## src/rtl/pvad_pkg.sv

```systemverilog
// ----------------------------------------------------------------------------
// pvad_pkg
// Shared widths, operation and region codes, and the decoded request struct
// for the video-memory access decoder.
// ----------------------------------------------------------------------------
package pvad_pkg;

    localparam int OP_W       = 2;
    localparam int ADDR_W     = 14;
    localparam int DATA_W     = 8;
    localparam int PIX_N      = 8;
    localparam int ROW_W      = 2 * PIX_N;
    localparam int MIRROR_W   = 3;
    localparam int PAL_W      = 6;
    localparam int PAT_DEPTH  = 4096;
    localparam int NT_DEPTH   = 4096;
    localparam int PAL_DEPTH  = 32;
    localparam int PAT_IDX_W  = $clog2(PAT_DEPTH);
    localparam int NT_IDX_W   = $clog2(NT_DEPTH);
    localparam int PAL_IDX_W  = $clog2(PAL_DEPTH);
    localparam int CFG_IDX_W  = 1;
    localparam int CFG_DATA_W = 3;

    localparam logic [OP_W-1:0] OP_RD_BYTE = 2'd0;
    localparam logic [OP_W-1:0] OP_WR_BYTE = 2'd1;
    localparam logic [OP_W-1:0] OP_RD_ROW  = 2'd2;
    localparam logic [OP_W-1:0] OP_NONE    = 2'd3;

    localparam logic [MIRROR_W-1:0] MIR_VERT     = 3'd0;
    localparam logic [MIRROR_W-1:0] MIR_HORZ     = 3'd1;
    localparam logic [MIRROR_W-1:0] MIR_ONE_LOW  = 3'd2;
    localparam logic [MIRROR_W-1:0] MIR_ONE_HIGH = 3'd3;
    localparam logic [MIRROR_W-1:0] MIR_FOUR     = 3'd4;

    localparam logic [CFG_IDX_W-1:0] CFG_MIRROR  = 1'd0;
    localparam logic [CFG_IDX_W-1:0] CFG_PAT_ROM = 1'd1;

    localparam logic [1:0] REG_PAT = 2'd0;
    localparam logic [1:0] REG_NT  = 2'd1;
    localparam logic [1:0] REG_PAL = 2'd2;

    localparam logic [5:0] PAL_PAGE = 6'h3f;

    typedef struct packed {
        logic [1:0]           region;
        logic                 plane;
        logic [PAT_IDX_W-1:0] pat_idx;
        logic [NT_IDX_W-1:0]  nt_idx;
        logic [PAL_IDX_W-1:0] pal_idx;
        logic                 pat_we;
        logic                 nt_we;
        logic                 pal_we;
        logic                 dropped;
    } t_req;

endpackage

```

## src/rtl/pvad_decode.sv

```systemverilog
// ----------------------------------------------------------------------------
// pvad_decode
// Address decode: region select, name-table mirroring, palette pairing and
// write-enable generation for one access beat.
// ----------------------------------------------------------------------------
module pvad_decode (
    input  logic [pvad_pkg::OP_W-1:0]     i_op,
    input  logic [pvad_pkg::ADDR_W-1:0]   i_addr,
    input  logic [pvad_pkg::MIRROR_W-1:0] i_mirror,
    input  logic                          i_pat_rom,
    output pvad_pkg::t_req                o_req
);
    import pvad_pkg::*;

    logic [1:0] tbl;
    logic [1:0] page;
    logic       wr;

    assign tbl = i_addr[11:10];
    assign wr  = (i_op == OP_WR_BYTE);

    always_comb begin
        unique case (i_mirror)
            MIR_VERT:     page = {1'b0, tbl[0]};
            MIR_HORZ:     page = {1'b0, tbl[1]};
            MIR_ONE_LOW:  page = 2'd0;
            MIR_ONE_HIGH: page = 2'd1;
            default:      page = tbl;
        endcase
    end

    always_comb begin
        if (!i_addr[13]) begin
            o_req.region = REG_PAT;
        end else if (i_addr[13:8] == PAL_PAGE) begin
            o_req.region = REG_PAL;
        end else begin
            o_req.region = REG_NT;
        end
        o_req.plane   = i_addr[3];
        o_req.pat_idx = {i_addr[12:4], i_addr[2:0]};
        o_req.nt_idx  = {page, i_addr[9:0]};
        o_req.pal_idx = (i_addr[3:0] == 4'd0) ? '0 : i_addr[PAL_IDX_W-1:0];
        o_req.pat_we  = wr && (o_req.region == REG_PAT) && !i_pat_rom;
        o_req.nt_we   = wr && (o_req.region == REG_NT);
        o_req.pal_we  = wr && (o_req.region == REG_PAL);
        o_req.dropped = wr && (o_req.region == REG_PAT) && i_pat_rom;
    end

endmodule

```

## config.mk

```make
export PLATFORM = sky130hd
export DESIGN_NAME = pvad_decode
export DESIGN_NICKNAME = d
export VERILOG_FILES = /design/src/rtl/pvad_pkg.sv /design/src/rtl/pvad_decode.sv
export SDC_FILE = /design/constraint.sdc
export NUM_CORES = 1
export LEC_CHECK = 0
export BUFFER_PORTS_ARGS = -buffer_cell sky130_fd_sc_hd__buf_2
export CAP_MARGIN = 20
export CORE_AREA = 4 4 41 43
export DETAILED_ROUTE_END_ITERATION = 8
export DIE_AREA = 0 0 45 47
export PLACE_DENSITY_LB_ADDON = 0.08
export SYNTH_ARGS = -nofsm -noshare
export SYNTH_HDL_FRONTEND = slang
export SYNTH_SLANG_ARGS = --single-unit
```

## constraint.sdc

```tcl
create_clock -name vclk -period 1.05
set_clock_uncertainty 0.15 [all_clocks]
set_input_delay 0.21 -clock vclk [all_inputs]
set_output_delay 0.21 -clock vclk [all_outputs]
set_load 0.02 [all_outputs]
```

==> metrics.sh <==
POWER.IR.VDD_WORST_V=0.0001536
END_KIND='output pin'
GROUTE.USAGE.OVERALL_PCT=8.268
MOST_FREQUENTLY_USED_CELL_TYPE_IN_THE_POST_SYNTHESIS_NETLIST='sky130_fd_sc_hd__buf_4'
POST_SYNTH_MOST_FREQUENT_CELLS='sky130_fd_sc_hd__buf_4 (23), sky130_fd_sc_hd__clkbuf_1 (4)'
GRT_OVERFLOW_TOTAL=0
ROUTED_VIA_DENSITY=4.188
PLACED_CELLS_INCL_TAPS=85
POWER.LEAKAGE_nW=0.3471
GRT_PASS1_VIAS=327
NETLIST.TOP_CELL.BY_AREA='sky130_fd_sc_hd__buf_4'
TIMING.HOLD.WORST.CLASS='in -> out'
POSTSYNTHCELLCOUNT=44
SYNTH_CELL_TYPE_COUNT=15
FINAL-MAX-SLEW-VIOLATION-COUNT=0
FINAL_NET_COUNT=92
ROWS=13
SLEW_HEADROOM_PCT=79.53
CP_DATA_REQUIRED_TIME_PS=690
INITIAL_ANTENNA_VIOLATION_COUNT=0
ANTENNADIODECOUNT=0
DIE_H_UM=47
FINAL_NON_FILLER_CELLS=85
ANT_NETS_AFTER_ROUTE=0
RUN_STATUS='complete, but fails checks'
TIMING.SETUP.CRITICAL_PATH_CLASS='in -> out'
HPWL_UM=813.5
SYNTH.TOP_CELL.AREA_SHARE_PCT=55.65
IO_BUFFER_COUNT=47
FINALCRITPERIODSHARE_PCT=118.2
FAILED_CHECKS='negative setup slack'
VIAS=356
SETUP_REPAIR_AFTER_GLOBAL_ROUTING_MISSED_ITS_MARGIN='true'
CORE_AREA_UM2=1301
POSTSYNTHAREAPERCELL_UM2=7.052
FINAL_HOLD_VIOL_COUNT=0
HOLD_DEPTH=0
FLOW.AREA_GROWTH_FROM_SYNTHESIS_PCT=107.7
ROUTED_WIRE_LENGTH_UM=998
SYNTH_AREA_LEADERS='sky130_fd_sc_hd__buf_4 (56%), sky130_fd_sc_hd__nor3_4 (5.2%), sky130_fd_sc_hd__clkbuf_1 (4.8%)'
LARGEST_NET_DEGREE_AT_THE_START_OF_GLOBAL_ROUTING=5
FIN_TNS_SETUP_PS=-1102
MAPPEDNETLISTAREA_UM2=310.3
POST_LAYOUT_MINIMUM_CYCLE_TIME_PS=1242
CP_DATA_ARRIVAL_TIME_PS=880
FOOTPRINT_OF_THE_MULTI_INPUT_GATES_UM2=211.5
TRANSITION_AT_THE_PIN_WITH_THE_SMALLEST_MAX_TRANSITION_SLACK_PS=306.1
WORST-PATH-MAX-FANOUT=3
SYNTH_SEQ_AREA_SHARE_PCT=0
FMAX_MHz=805.4
FILLERINSTANCES=131
DIE_AREA_UM2=2115
N_SEQUENTIAL_CELL=0
SEQCELLAREA_UM2=0
POWER_DENSITY_nW_PER_UM2=477.6
DRT-WIRELENGTH-PER-CELL_UM=11.74
DRC=0
HORIZONTAL_DIE_DIMENSION_UM=45
YOSYS_WARNINGS=0
POST_ROUTE_CELLS_DRIVE_ABOVE_1_SHARE_PCT=92.86
DRT_ITER0_MARKERS=1
INITIAL_UTILIZATION_PCT=23.85
FINAL_WORST_PATH_SETUP_SLACK_PS=-191.6
HOLD_WS_PS=270.0
MAXCAPVIOLCOUNT=0
SYN_NETS=64
GRT_PASS1_WL_UM=1386
SETUP_VIOLATIONS=8
CLKBUF_COUNT=0
STARTPOINT_TYPE='input port'
DRT_PASS1_ITERATIONS=2
GP_CONGESTION=0.6565
IO_PINS=56
-- layer usage --
metal	vias up	share of wire [%]	GRT usage, %
met3	4	19	0.3831
li1	173	-	-
met5	-	0	0
met4	0	0.80	1.754
met2	29	54	17.23
met1	150	26	9.009
-- final timing paths --
path	to	slack, ps	startpoint
worst max-delay path	o_req[2]	-190	i_addr[12]
worst min-delay path	o_req[16]	270	i_addr[7]
-- critical path, stage by stage --
cell	delay (ps)
sky130_fd_sc_hd__buf_8	90
sky130_fd_sc_hd__nand2_8	50
sky130_fd_sc_hd__nor3_4	310
sky130_fd_sc_hd__nor3b_4	80
sky130_fd_sc_hd__buf_6	140
-- through the flow --
stage          setup slack [ps]  cell area (um^2)  util [%]  power [W]
6_report                 -191.6             644.4     49.52  0.0003077
5_1_grt                  -212.8             644.4     49.52  0.0003247
4_1_cts                  -203.4             601.8     46.25  0.0002915
3_5_place_dp             -269.6             500.5     38.46  0.0002519
3_3_place_gp             -255.6             500.5     38.46  0.0002521
2_1_floorplan            -69.01             389.1         -  0.0002119
-- final cells by class --
type / instances / area share, %
multi-input cells: 16 / 32.82
repair buffers: 53 / 63.69
inverters: 1 / 0.5825
well taps: 15 / 2.913
-- power by group --
group / total (W) / switching [W] / internal (W)
combinational: 0.000308 / 0.000157 / 0.000150
sequential: 0 / 0 / 0
clock: 0 / 0 / 0
total: 0.000308 / 0.000157 / 0.000150
-- cell usage in the layout, fill, tap and decap left out, types with 2 or more instances in the layout --
cell type	n
sky130_fd_sc_hd__buf_2	28
sky130_fd_sc_hd__buf_4	7
sky130_fd_sc_hd__nand2b_4	2
sky130_fd_sc_hd__buf_8	4
sky130_fd_sc_hd__buf_6	14
sky130_fd_sc_hd__nor3b_4	2
sky130_fd_sc_hd__nor3_4	2
-- repair_timing --
item                       in CTS  in global routing
hold buffers                    0                  0
setup endpoints to repair       8                 11
pin swaps                       6                  4
resized for setup              27                 12
setup buffers                   1                  0
-- kinds of logic (layout without fill, tap and decap cells) --
kind of cell    after synthesis  count (layout)  share of synthesized area [%]
buf+inv                      28              54                          61.69
simple gates                 12              12                          28.23
compound gates                3               3                          6.855
mux                           1               1                          3.226
(Power assumes the default switching activity.)
